`src/rtl/dlch_pkg.sv`:
```
// dlch_pkg: shared types, constants and level helper for the distance level classifier
// no dependencies; used by distance_level_classifier_hysteresis

package dlch_pkg;

  localparam int NUM_ENTITIES = 256;
  localparam int IDX_W        = $clog2(NUM_ENTITIES);

  localparam int DIST_W   = 16;
  localparam int SCALE_W  = 9;
  localparam int MARGIN_W = 12;
  localparam int LVL_W    = 2;
  localparam int LIM_W    = DIST_W + 1;
  localparam int THR_W    = LIM_W + SCALE_W;
  localparam int NEAR_W   = 17;
  localparam int CFG_IDX_W  = 3;
  localparam int CFG_DATA_W = 16;
  localparam int IN_DATA_W  = 32;
  localparam int OUT_DATA_W = 24;

  localparam logic [DIST_W-1:0]  NEAR_MIN    = DIST_W'(50);
  localparam logic [LIM_W-1:0]   MID_GAP     = LIM_W'(100);
  localparam logic [LIM_W-1:0]   FAR_GAP     = LIM_W'(500);
  localparam logic [SCALE_W-1:0] SCALE_MIN   = SCALE_W'(77);
  localparam logic [SCALE_W-1:0] SCALE_MAX   = SCALE_W'(384);

  localparam logic [DIST_W-1:0]   NEAR_RST   = DIST_W'(500);
  localparam logic [DIST_W-1:0]   MID_RST    = DIST_W'(2000);
  localparam logic [DIST_W-1:0]   FAR_RST    = DIST_W'(10000);
  localparam logic [SCALE_W-1:0]  SCALE_RST  = SCALE_W'(256);
  localparam logic [MARGIN_W-1:0] MARGIN_RST = MARGIN_W'(50);

  localparam logic [LVL_W-1:0] LVL_FULL   = 2'd0;
  localparam logic [LVL_W-1:0] LVL_SIMPLE = 2'd1;
  localparam logic [LVL_W-1:0] LVL_AGGR   = 2'd2;
  localparam logic [LVL_W-1:0] LVL_FROZEN = 2'd3;

  typedef enum logic [CFG_IDX_W-1:0] {
    CFG_NEAR   = 3'd0,
    CFG_MID    = 3'd1,
    CFG_FAR    = 3'd2,
    CFG_SCALE  = 3'd3,
    CFG_MARGIN = 3'd4
  } cfg_idx_t;

  typedef enum logic [2:0] {
    ST_IDLE,
    ST_NEAR,
    ST_MID,
    ST_FAR,
    ST_MUL,
    ST_CMP
  } state_t;

  function automatic logic [LVL_W-1:0] level_for(
    input logic [THR_W-1:0] lhs,
    input logic             mov,
    input logic [THR_W-1:0] t1,
    input logic [THR_W-1:0] t2,
    input logic [THR_W-1:0] t3
  );
    logic [LVL_W-1:0] lvl;
    if (!mov) begin
      lvl = (lhs > t3) ? LVL_FROZEN : LVL_AGGR;
    end else if (lhs < t1) begin
      lvl = LVL_FULL;
    end else if (lhs < t2) begin
      lvl = LVL_SIMPLE;
    end else begin
      lvl = LVL_AGGR;
    end
    return lvl;
  endfunction

endpackage

```
`src/rtl/distance_level_classifier_hysteresis.sv`:
```
// distance_level_classifier_hysteresis: per-entity detail level with hysteresis
// keeps last levels in a 256x2 synchronous ram; depends on dlch_pkg
//
// sequence: accept in idle, clamp the near/mid/far radii, multiply them by the scale, then
// compare and load the output register; a new word is taken only after the result is handed
// over, so words pass one at a time through the single level ram read-modify-write
// reset: synchronous; all entity levels read as 0 through per-entry valid bits,
// config registers return to their defaults, no clearing pass

module distance_level_classifier_hysteresis (
  input  logic                              clk,
  input  logic                              rst,
  // config write port
  input  logic                              cfg_we,
  input  logic [dlch_pkg::CFG_IDX_W-1:0]    cfg_index,
  input  logic [dlch_pkg::CFG_DATA_W-1:0]   cfg_data,
  // input words
  input  logic                              s_tvalid,
  output logic                              s_tready,
  input  logic [dlch_pkg::IN_DATA_W-1:0]    s_tdata,  // entity_index, distance_m, moving, priority_req
  // output words
  output logic                              m_tvalid,
  input  logic                              m_tready,
  output logic [dlch_pkg::OUT_DATA_W-1:0]   m_tdata   // level, scaled_near_distance
);

  localparam int IW = dlch_pkg::IDX_W;
  localparam int DW = dlch_pkg::DIST_W;
  localparam int LW = dlch_pkg::LIM_W;
  localparam int TW = dlch_pkg::THR_W;
  localparam int VW = dlch_pkg::LVL_W;

  // config registers
  logic [DW-1:0]                    near_distance;
  logic [DW-1:0]                    mid_distance;
  logic [DW-1:0]                    far_distance;
  logic [dlch_pkg::SCALE_W-1:0]     range_scale;
  logic [dlch_pkg::MARGIN_W-1:0]    hysteresis_margin;
  logic [dlch_pkg::SCALE_W-1:0]     scale_sat;

  // level ram and valid bits
  logic [VW-1:0]                    lvl_mem [dlch_pkg::NUM_ENTITIES];
  logic [dlch_pkg::NUM_ENTITIES-1:0] vld;
  logic [VW-1:0]                    mem_q;
  logic                             vld_q;
  logic                             mem_we;

  // item registers
  dlch_pkg::state_t                 state, state_next;
  logic [IW-1:0]                    idx;
  logic [DW-1:0]                    distance;
  logic                             mov;
  logic                             pri;
  logic [VW-1:0]                    last;
  logic [LW-1:0]                    l1, l2, l3;
  logic [TW-1:0]                    t1, t2, t3;
  logic                             accept;
  logic                             load_out;

  // compare stage
  logic [TW-1:0]                    lhs_raw, lhs_m;
  logic [LW-1:0]                    dist_m;
  logic [VW-1:0]                    raw, strict, lvl;

  // output register
  logic [VW-1:0]                    out_level;
  logic [dlch_pkg::NEAR_W-1:0]      out_near;

  assign scale_sat = (cfg_data[dlch_pkg::SCALE_W-1:0] < dlch_pkg::SCALE_MIN) ? dlch_pkg::SCALE_MIN :
                     (cfg_data[dlch_pkg::SCALE_W-1:0] > dlch_pkg::SCALE_MAX) ? dlch_pkg::SCALE_MAX :
                     cfg_data[dlch_pkg::SCALE_W-1:0];

  always_ff @(posedge clk) begin
    if (rst) begin
      near_distance     <= dlch_pkg::NEAR_RST;
      mid_distance      <= dlch_pkg::MID_RST;
      far_distance      <= dlch_pkg::FAR_RST;
      range_scale       <= dlch_pkg::SCALE_RST;
      hysteresis_margin <= dlch_pkg::MARGIN_RST;
    end else if (cfg_we) begin
      case (cfg_index)
        dlch_pkg::CFG_NEAR:   near_distance     <= cfg_data;
        dlch_pkg::CFG_MID:    mid_distance      <= cfg_data;
        dlch_pkg::CFG_FAR:    far_distance      <= cfg_data;
        dlch_pkg::CFG_SCALE:  range_scale       <= scale_sat;
        dlch_pkg::CFG_MARGIN: hysteresis_margin <= cfg_data[dlch_pkg::MARGIN_W-1:0];
        default: ;
      endcase
    end
  end

  // next state
  always_comb begin
    state_next = state;
    case (state)
      dlch_pkg::ST_IDLE: if (s_tvalid) state_next = dlch_pkg::ST_NEAR;
      dlch_pkg::ST_NEAR: state_next = dlch_pkg::ST_MID;
      dlch_pkg::ST_MID:  state_next = dlch_pkg::ST_FAR;
      dlch_pkg::ST_FAR:  state_next = dlch_pkg::ST_MUL;
      dlch_pkg::ST_MUL:  state_next = dlch_pkg::ST_CMP;
      dlch_pkg::ST_CMP:  if (!m_tvalid || m_tready) state_next = dlch_pkg::ST_IDLE;
      default:           state_next = dlch_pkg::ST_IDLE;
    endcase
  end

  // control outputs
  always_comb begin
    s_tready = 1'b0;
    load_out = 1'b0;
    case (state)
      dlch_pkg::ST_IDLE: s_tready = 1'b1;
      dlch_pkg::ST_CMP:  load_out = !m_tvalid || m_tready;
      default: ;
    endcase
  end

  assign accept = s_tvalid && s_tready;
  assign mem_we = load_out;

  always_ff @(posedge clk) begin
    if (rst) begin
      state <= dlch_pkg::ST_IDLE;
    end else begin
      state <= state_next;
    end
  end

  // ram: registered read at accept, write when the result is handed over
  always_ff @(posedge clk) begin
    if (accept) begin
      mem_q <= lvl_mem[s_tdata[IW-1:0]];
    end
    if (mem_we) begin
      lvl_mem[idx] <= lvl;
    end
  end

  always_ff @(posedge clk) begin
    if (rst) begin
      vld <= '0;
    end else if (mem_we) begin
      vld[idx] <= 1'b1;
    end
  end

  always_ff @(posedge clk) begin
    if (accept) begin
      idx      <= s_tdata[IW-1:0];
      distance <= s_tdata[8 +: DW];
      mov      <= s_tdata[24];
      pri      <= s_tdata[25];
      vld_q    <= vld[s_tdata[IW-1:0]];
    end
    case (state)
      dlch_pkg::ST_NEAR: begin
        last <= vld_q ? mem_q : dlch_pkg::LVL_FULL;
        l1   <= (near_distance < dlch_pkg::NEAR_MIN) ? LW'(dlch_pkg::NEAR_MIN) : LW'(near_distance);
      end
      dlch_pkg::ST_MID: begin
        l2 <= (LW'(mid_distance) < l1 + dlch_pkg::MID_GAP) ? l1 + dlch_pkg::MID_GAP
                                                            : LW'(mid_distance);
      end
      dlch_pkg::ST_FAR: begin
        l3 <= (LW'(far_distance) < l2 + dlch_pkg::FAR_GAP) ? l2 + dlch_pkg::FAR_GAP
                                                            : LW'(far_distance);
      end
      dlch_pkg::ST_MUL: begin
        t1 <= TW'(l1) * TW'(range_scale);
        t2 <= TW'(l2) * TW'(range_scale);
        t3 <= TW'(l3) * TW'(range_scale);
      end
      default: ;
    endcase
  end

  // raw and hysteresis-reduced levels; a priority request forces full detail
  always_comb begin
    dist_m  = LW'(distance) + LW'(hysteresis_margin);
    lhs_raw = TW'({distance, 8'b0});
    lhs_m   = TW'({dist_m, 8'b0});
    raw     = dlch_pkg::level_for(lhs_raw, mov, t1, t2, t3);
    strict  = dlch_pkg::level_for(lhs_m, mov, t1, t2, t3);
    if (pri) begin
      lvl = dlch_pkg::LVL_FULL;
    end else if (raw >= last) begin
      lvl = raw;
    end else begin
      lvl = (strict < last) ? strict : last;
    end
  end

  always_ff @(posedge clk) begin
    if (rst) begin
      m_tvalid <= 1'b0;
    end else if (load_out) begin
      m_tvalid <= 1'b1;
    end else if (m_tready) begin
      m_tvalid <= 1'b0;
    end
  end

  always_ff @(posedge clk) begin
    if (load_out) begin
      out_level <= lvl;
      out_near  <= t1[8 +: dlch_pkg::NEAR_W];
    end
  end

  assign m_tdata = {{(dlch_pkg::OUT_DATA_W - VW - dlch_pkg::NEAR_W){1'b0}}, out_near, out_level};

  a_busy_after_accept: assert property (@(posedge clk) disable iff (rst)
    accept |=> !s_tready)
    else $error("input taken while an item is in flight");

  a_write_loads_out: assert property (@(posedge clk) disable iff (rst)
    mem_we |=> m_tvalid)
    else $error("level written without a result word");

  a_priority_full: assert property (@(posedge clk) disable iff (rst)
    (load_out && pri) |=> m_tdata[1:0] == dlch_pkg::LVL_FULL)
    else $error("priority entity not at full detail");

  a_cmp_holds: assert property (@(posedge clk) disable iff (rst)
    (state == dlch_pkg::ST_CMP && !load_out) |=> state == dlch_pkg::ST_CMP)
    else $error("result dropped while output stalled");

endmodule

```
`config.mk`:
```
export PLATFORM = sky130hd
export DESIGN_NAME = distance_level_classifier_hysteresis
export DESIGN_NICKNAME = d
export VERILOG_FILES = /design/src/rtl/dlch_pkg.sv /design/src/rtl/distance_level_classifier_hysteresis.sv
export SDC_FILE = /design/constraint.sdc
export NUM_CORES = 2
export LEC_CHECK = 0
export ABC_AREA = 1
export ABC_CLOCK_PERIOD_IN_PS = 14740
export BUFFER_PORTS_ARGS = -buffer_cell sky130_fd_sc_hd__buf_4
export CAP_MARGIN = 20
export CORE_MARGIN = 2
export CORE_UTILIZATION = 64
export DETAILED_ROUTE_END_ITERATION = 8
export GPL_TIMING_DRIVEN = 0
export HOLD_SLACK_MARGIN = 0.15
export PLACE_DENSITY = 0.81
export SYNTH_ARGS = -nofsm -noshare
export SYNTH_HDL_FRONTEND = slang
export SYNTH_SLANG_ARGS = --single-unit
export TNS_END_PERCENT = 10
```
`constraint.sdc`:
```
create_clock -name clk -period 14.74 [get_ports clk]
set_input_delay 1.474 -clock clk [delete_from_list [all_inputs] [get_ports clk]]
set_output_delay 1.474 -clock clk [all_outputs]
set_load 0.1 [all_outputs]
```
Yosys cells after proc, flatten, opt, wreduce, memory -nomap -nowiden
Memory sizes are Yosys's and may differ from the RTL's. A register that Yosys moved wholly into a read port is not among the register bits. Cells that the tools add are included.

Reductions and logical operators: 13. Add/sub/neg operators: 3. Muxes and demuxes: 28. Magnitude comparators: 16. Eq/ne operators: 11. $mul: 3. Bitwise gates (word level): 1.

Operators with widths (number): 256-bit bitwise OR (1); 17-bit by 9-bit multiplier with 26-bit output (3); 24-bit by 26-bit less-than comparator with 1-bit output (2); 25-bit by 26-bit less-than comparator with 1-bit output (2); 16-bit by 17-bit less-than comparator with 1-bit output (2); 16-bit two-way mux (2); 24-bit by 26-bit > comparator with 1-bit output (1); 25-bit by 26-bit > comparator with 1-bit output (1); 8-bit by 9-bit less-than comparator with 1-bit output (second input constant) (2); 2-bit two-way mux (9); 9-bit two-way mux (2); 3-bit one-hot mux with 6 select lines (1); 16-bit by 12-bit adder with 17-bit output (1); 17-bit by 7-bit adder with 17-bit output (second input constant) (1); 17-bit by 9-bit adder with 17-bit output (second input constant) (1); 16-bit by 6-bit less-than comparator with 1-bit output (second input constant) (1); 3-bit by 2-bit equality test with 1-bit output (second input constant) (4); 2-bit AND reduction (6); 1-bit two-way mux (10); 3-bit equality test (second input constant) (3); 9-bit > comparator (second input constant) (1); 9-bit by 7-bit less-than comparator with 1-bit output (second input constant) (1); 1-bit binary-select mux with 8-bit select (1); 1-bit demux with 8-bit select (1); 11 further kinds (16).

Bits in registers: 506. Word-level logic and storage cells: 101. Memory bits (writable): 512. Memories kept: 1. Bits of input ports: 56. Output and inout port bits: 26.

Memory list: lvl_mem (depth 256, width 2, rd ports 1, clocked after Yosys merged registers in 1, wr ports 1, line distance_level_classifier_hysteresis.sv:42) `logic [VW-1:0] lvl_mem [dlch_pkg::NUM_ENTITIES];`.

Longest topological paths before layout
Word-level depth: 9. Mapped depth: 22. Depth with buffers taken out: 22.

Least setup slack after synthesis
Ideal clock, no wire load.

Path kind: flip-flop to flip-flop. Start point: reg distance[0]. End point: mem lvl_mem[0][0] in the netlist's numbering (data pin). Setup time: 1578 ps. Arrival time: 10007 ps. Data required time: 13162 ps. Cell stages (with the launch flop): 20. Path buffers: 0. Clock period less this slack: 11585 ps. Setup slack: 3155 ps. Cells stage by stage: edfxtp_1 ha_1 inv_1 fa_1 o21ai_0 nand4_1 nand4_1 nand2_1 nor3b_1 ha_1 a21oi_1 a21oi_1 nor2_1 nand2_1 o21ai_0 nand2_1 ha_1 o21bai_1 nand2_1 a21oi_1.

Longest elaborated chain between the ends: 9. Elaborated cells on any way between the ends: 20. Classes of those cells: add/sub: 1; order compare: 8; mux: 11.

Ends and longest elaborated chain: start: declaration (line distance_level_classifier_hysteresis.sv:51) `logic [DW-1:0] distance;`; start signal: assignment (line distance_level_classifier_hysteresis.sv:149) `distance <= s_tdata[8 +: DW];`; 16-bit by 12-bit adder with 17-bit output (line distance_level_classifier_hysteresis.sv:178) `dist_m = LW'(distance) + LW'(hysteresis_margin);`; 25-bit by 26-bit less-than comparator with 1-bit output (line dlch_pkg.sv:67) `end else if (lhs < t2) begin`; 2-bit two-way mux (line dlch_pkg.sv:67); 2-bit two-way mux (line dlch_pkg.sv:65) `end else if (lhs < t1) begin`; 2-bit two-way mux (line dlch_pkg.sv:63) `if (!mov) begin`; 2-bit less-than comparator (line distance_level_classifier_hysteresis.sv:188) `lvl = (strict < last) ? strict : last;`; 2-bit two-way mux (line distance_level_classifier_hysteresis.sv:188); 2-bit two-way mux * (line distance_level_classifier_hysteresis.sv:185) `end else if (raw >= last) begin`; 2-bit two-way mux * (line distance_level_classifier_hysteresis.sv:183) `if (pri) begin`; net lvl[0] (line distance_level_classifier_hysteresis.sv:63) `logic [VW-1:0] raw, strict, lvl;`; end: declaration (line distance_level_classifier_hysteresis.sv:42).

The timed path passes the listed nets; every way through them passes the cells marked *.

Worst setup path in the final report
Start point: reg hysteresis_margin[0] in the netlist's numbering. End point: mem lvl_mem[138][0] in the netlist's numbering (data pin).

Longest elaborated chain between the ends: 9. Elaborated cells on any way between the ends: 12. Classes of those cells: add/sub: 1; order compare: 4; mux: 7.

Ends and longest elaborated chain: start: declaration (line distance_level_classifier_hysteresis.sv:38) `logic [dlch_pkg::MARGIN_W-1:0] hysteresis_margin;`; start signal: assignment (line distance_level_classifier_hysteresis.sv:79) `hysteresis_margin <= dlch_pkg::MARGIN_RST;`; start signal: assignment (line distance_level_classifier_hysteresis.sv:86) `dlch_pkg::CFG_MARGIN: hysteresis_margin <= cfg_data[dlch_pkg::MARGIN_W-1:0];`; 16-bit by 12-bit adder with 17-bit output * (line distance_level_classifier_hysteresis.sv:178); 25-bit by 26-bit less-than comparator with 1-bit output (line dlch_pkg.sv:67); 2-bit two-way mux (line dlch_pkg.sv:67); 2-bit two-way mux (line dlch_pkg.sv:65); 2-bit two-way mux * (line dlch_pkg.sv:63); 2-bit less-than comparator (line distance_level_classifier_hysteresis.sv:188); 2-bit two-way mux * (line distance_level_classifier_hysteresis.sv:188); 2-bit two-way mux * (line distance_level_classifier_hysteresis.sv:185); 2-bit two-way mux * (line distance_level_classifier_hysteresis.sv:183); net lvl[0] (line distance_level_classifier_hysteresis.sv:63).

Marked as above.

==> impl_results.md <==
- Slowest CP cell: nor3b_1
- Nets: roughly 8000
- First-pass GRT wire length: a little under 300000 um
- CP dominant cell by count: nand2_1
- First-pass DRT Iterations: 7
- Overflow after GRT: 0
- # Max-Cap Violations: 0
- Buffers plus inverters on the worst setup path: 6
- Crit-path cells: ha_1, inv_1, fa_1, o21ai_0, nand4_1, nand4_1, nand2_1, nor3b_1, ha_1, nand4_1, nor2_1, nand2_1, a21oi_1, o21ai_0, nand2_1, ha_1, o21bai_1, nand2_1, a21oi_4, buf_12, buf_12, buf_16, buf_16, buf_16
- Lkg Pwr: roughly 29 nW
- Input/output buffers: 69
- WL final: between 150000 and 200000 um
- Clock Pin Slew Worst Setup and Hold Paths: 0.06 ns
- Worst-margin pin slew: between 1 and 1.5 ns
- ANT nets after route: 0
- P&R area growth vs syn: 10.3%
- Chip Height: a little over 300 um
- Max incr delay on CP: roughly 0.58 ns
- GRT Total Usage: 0.404
- Core Area: just over 90000 um^2
- DR DRC count: 0
- Worst path top cell family by delay: simple AND/OR/NAND/NOR gates
- Ratio of cells with drive above 1 in the final layout: 0.0674
- Cell Area, Synth: 60200 um^2
- HP Start: t1[19]
- Count of flip-flops with a built-in enable after synthesis: 690
- RSZ-0062 raised after global routing: false
- Synth area leaders: edfxtp_1, dfxtp_1, fa_1, nand2_1, nand3_1
- Vias post-DR: about 51000
- Largest net degree at the start of global routing: roughly 140
- Req. time, crit path: 15.30 ns
- Commonest non-fill, non-tap cell in the layout: nand2_1
- Gate Count Post-Synth: about 6900
- Yosys cell types: 48
- Initial antenna violation count: 11
- Die ar.: ~97000 um^2
- Worst clock skew: a little under 0.06 ns
- DR WL/cell: ~23 um
- Most frequent cells in the layout: nand2_1, inv_1, nand3_1, nor2_1, edfxtp_1
- Sequential cell area: ~27000 um^2
- Root Buffer: clkbuf_16
- TritonCTS buffer count: approximately 100
- Total power: around 7 mW
- Crit start category: flop
- Worst vdd ir: approximately 110 uV
- Worst setup EP type: flop
- Routability-driven placement congestion ratio: just over 1
- Smallest hold slack: 0.445 ns
- Count of pins over their slew limit: 0
- Final hold violations: 0
- Filler Cells Inserted: between 7000 and 8000
- Vias in the first global route: 48400
- CTS tree: done
- Num rows: roughly 110
- DP Worst Slack: approximately 8.5 ns
- IO Pins: 82
- # resized after CTS: 0
- Tcrit/Tclk final: 0.424
- Worst skew pair latency: slightly above 0.7 ns
- CP Class: flop to flop
- Synthesis-stage register bit count: 1019
- DRT iter0 DRCs: ~8200
- Cell Pwr Density: around 110 nW/um^2
- Slew margin rel.: 0.167
- Crit. Startpoint: hysteresis_margin[0]
- Final Setup Violations: 0
- Dpl hpwl: roughly 150000 um
- Multi-input gate area: 27900 um^2
- Max Clock Freq: about 160 MHz
- Post-Layout Inst Area: ~66000 um^2
- Path type of the worst min-delay path: flop to flop
- Min setup slack post-route: roughly 8.5 ns
- Post-place instance area: 62800 um^2
- Yosys top cell area share: 0.344
- Die Wd: slightly above 300 um
- Setup Fix Bufs, Post-CTS: 0
- Outcome: finished clean
- Final Util: 0.712
- Synth area leader: edfxtp_1
- Final Critical Period: 6.25 ns
- CTS Hold Bufs: 0
- Htree depth: 3
- Initial Utilization: 0.645
- Max FO, Critical Path: 34
- Worst EP arrival: about 7 ns
- Ys flop type: edfxtp_1
- CTS Buffer Depth: 3
- Post-synthesis sequential area ratio: 0.454
- Syn Area/Cell: a little under 9 um^2
- Ys async rst share: 0
- Via-per-instance ratio: around 6.1
- Clk sinks: 1019
- R2r startpoint: hysteresis_margin[0]
- Ys Warns: 0
final timing paths:
path | depth (start not counted) | to | slack (ns)
min | 0 | out_near[11] | 0.45
max | 24 | lvl_mem[138][0] | 8.49
min reg2reg | 0 | out_near[11] | 0.45
max reg2reg | 24 | lvl_mem[138][0] | 8.49
stage by stage:
step / std cells / setup TNS (ns)
global placement: 8271 / -1621.74
detailed placement: 8302 / 0
floorplan: 6948 / 0
global route: 8496 / 0
CTS: 8494 / 0
finish: 8500 / 0
power breakdown:
part           leakage [nW]  switching (mW)  total [mW]  internal (mW)
registers              8.95          0.0315        3.17           3.14
logic                  18.8           0.800        1.11          0.311
clock network          1.74            1.16        2.72           1.56
total                  29.5            2.00        7.01           5.01
per-layer routing:
metal  wire, um  up-vias  global-route usage
met4      10400        8               0.187
met2      79200     4003               0.557
li1           -    22600                   -
met5         94        -             0.00494
met3      35100      676               0.175
met1      73700    24200               0.551
cell type report:
cell class | instances | share of cell area
diodes | 4 | 0.000151
plain buffers | 370 | 0.0236
clock buffers | 140 | 0.0446
clock inverters | 52 | 0.00880
inverters | 922 | 0.0522
multi-input cells | 4637 | 0.420
flip-flops and latches | 1019 | 0.411
well taps | 1254 | 0.0236
repair buffers | 102 | 0.0156
registers in the layout, indices dropped and copies added, names as in the netlist, 2 cells and up:
name / count
distance: 16
far_distance: 16
hysteresis_margin: 12
idx: 8
l1: 16
l2: 17
l3: 17
last: 2
lvl_mem: 512
mem_q: 2
mid_distance: 16
near_distance: 16
out_level: 2
out_near: 17
range_scale: 9
state: 3
t1: 26
t2: 26
t3: 26
vld: 256
synthesized netlist by cell type (2+ instances only):
| cell type | count |
|---|---|
| nor2_1 | 853 |
| buf_6 | 4 |
| a21oi_1 | 164 |
| and2_0 | 2 |
| nand2_1 | 1661 |
| a21o_1 | 15 |
| inv_2 | 5 |
| o21ai_0 | 114 |
| nand4_1 | 36 |
| or2_2 | 5 |
| a211oi_1 | 2 |
| ha_1 | 288 |
| inv_1 | 914 |
| a31oi_1 | 5 |
| nor2_2 | 94 |
| nand3_2 | 3 |
| fa_1 | 312 |
| nor3_1 | 21 |
| o211ai_1 | 20 |
| a21boi_0 | 6 |
| buf_4 | 14 |
| buf_1 | 38 |
| xor2_1 | 61 |
| nand3_4 | 8 |
| buf_2 | 59 |
| nand3b_1 | 2 |
| dfxtp_1 | 329 |
| clkbuf_1 | 254 |
| o21bai_1 | 9 |
| nand4_2 | 8 |
| and2_1 | 4 |
| nor4_1 | 9 |
| clkinv_1 | 3 |
| nand3_1 | 860 |
| xnor2_1 | 33 |
| edfxtp_1 | 690 |
| nor2_4 | 3 |
| o21a_1 | 24 |
| a221oi_1 | 3 |
cells by family (layout without fill, tap and decap cells):
kind of cell,Yosys count,after routing,share of synthesized area
AO/OA/AOI/OAI,365,365,0.0340
flip-flops,1019,1019,0.454
other,1,9,0.0000623
AND/OR/NAND/NOR,3573,3573,0.252
buffers and inverters,1292,1586,0.0834
adder cells (fa/ha/maj),600,600,0.164
XOR/XNOR,94,94,0.0137
Power figures use the tool's default switching activity.
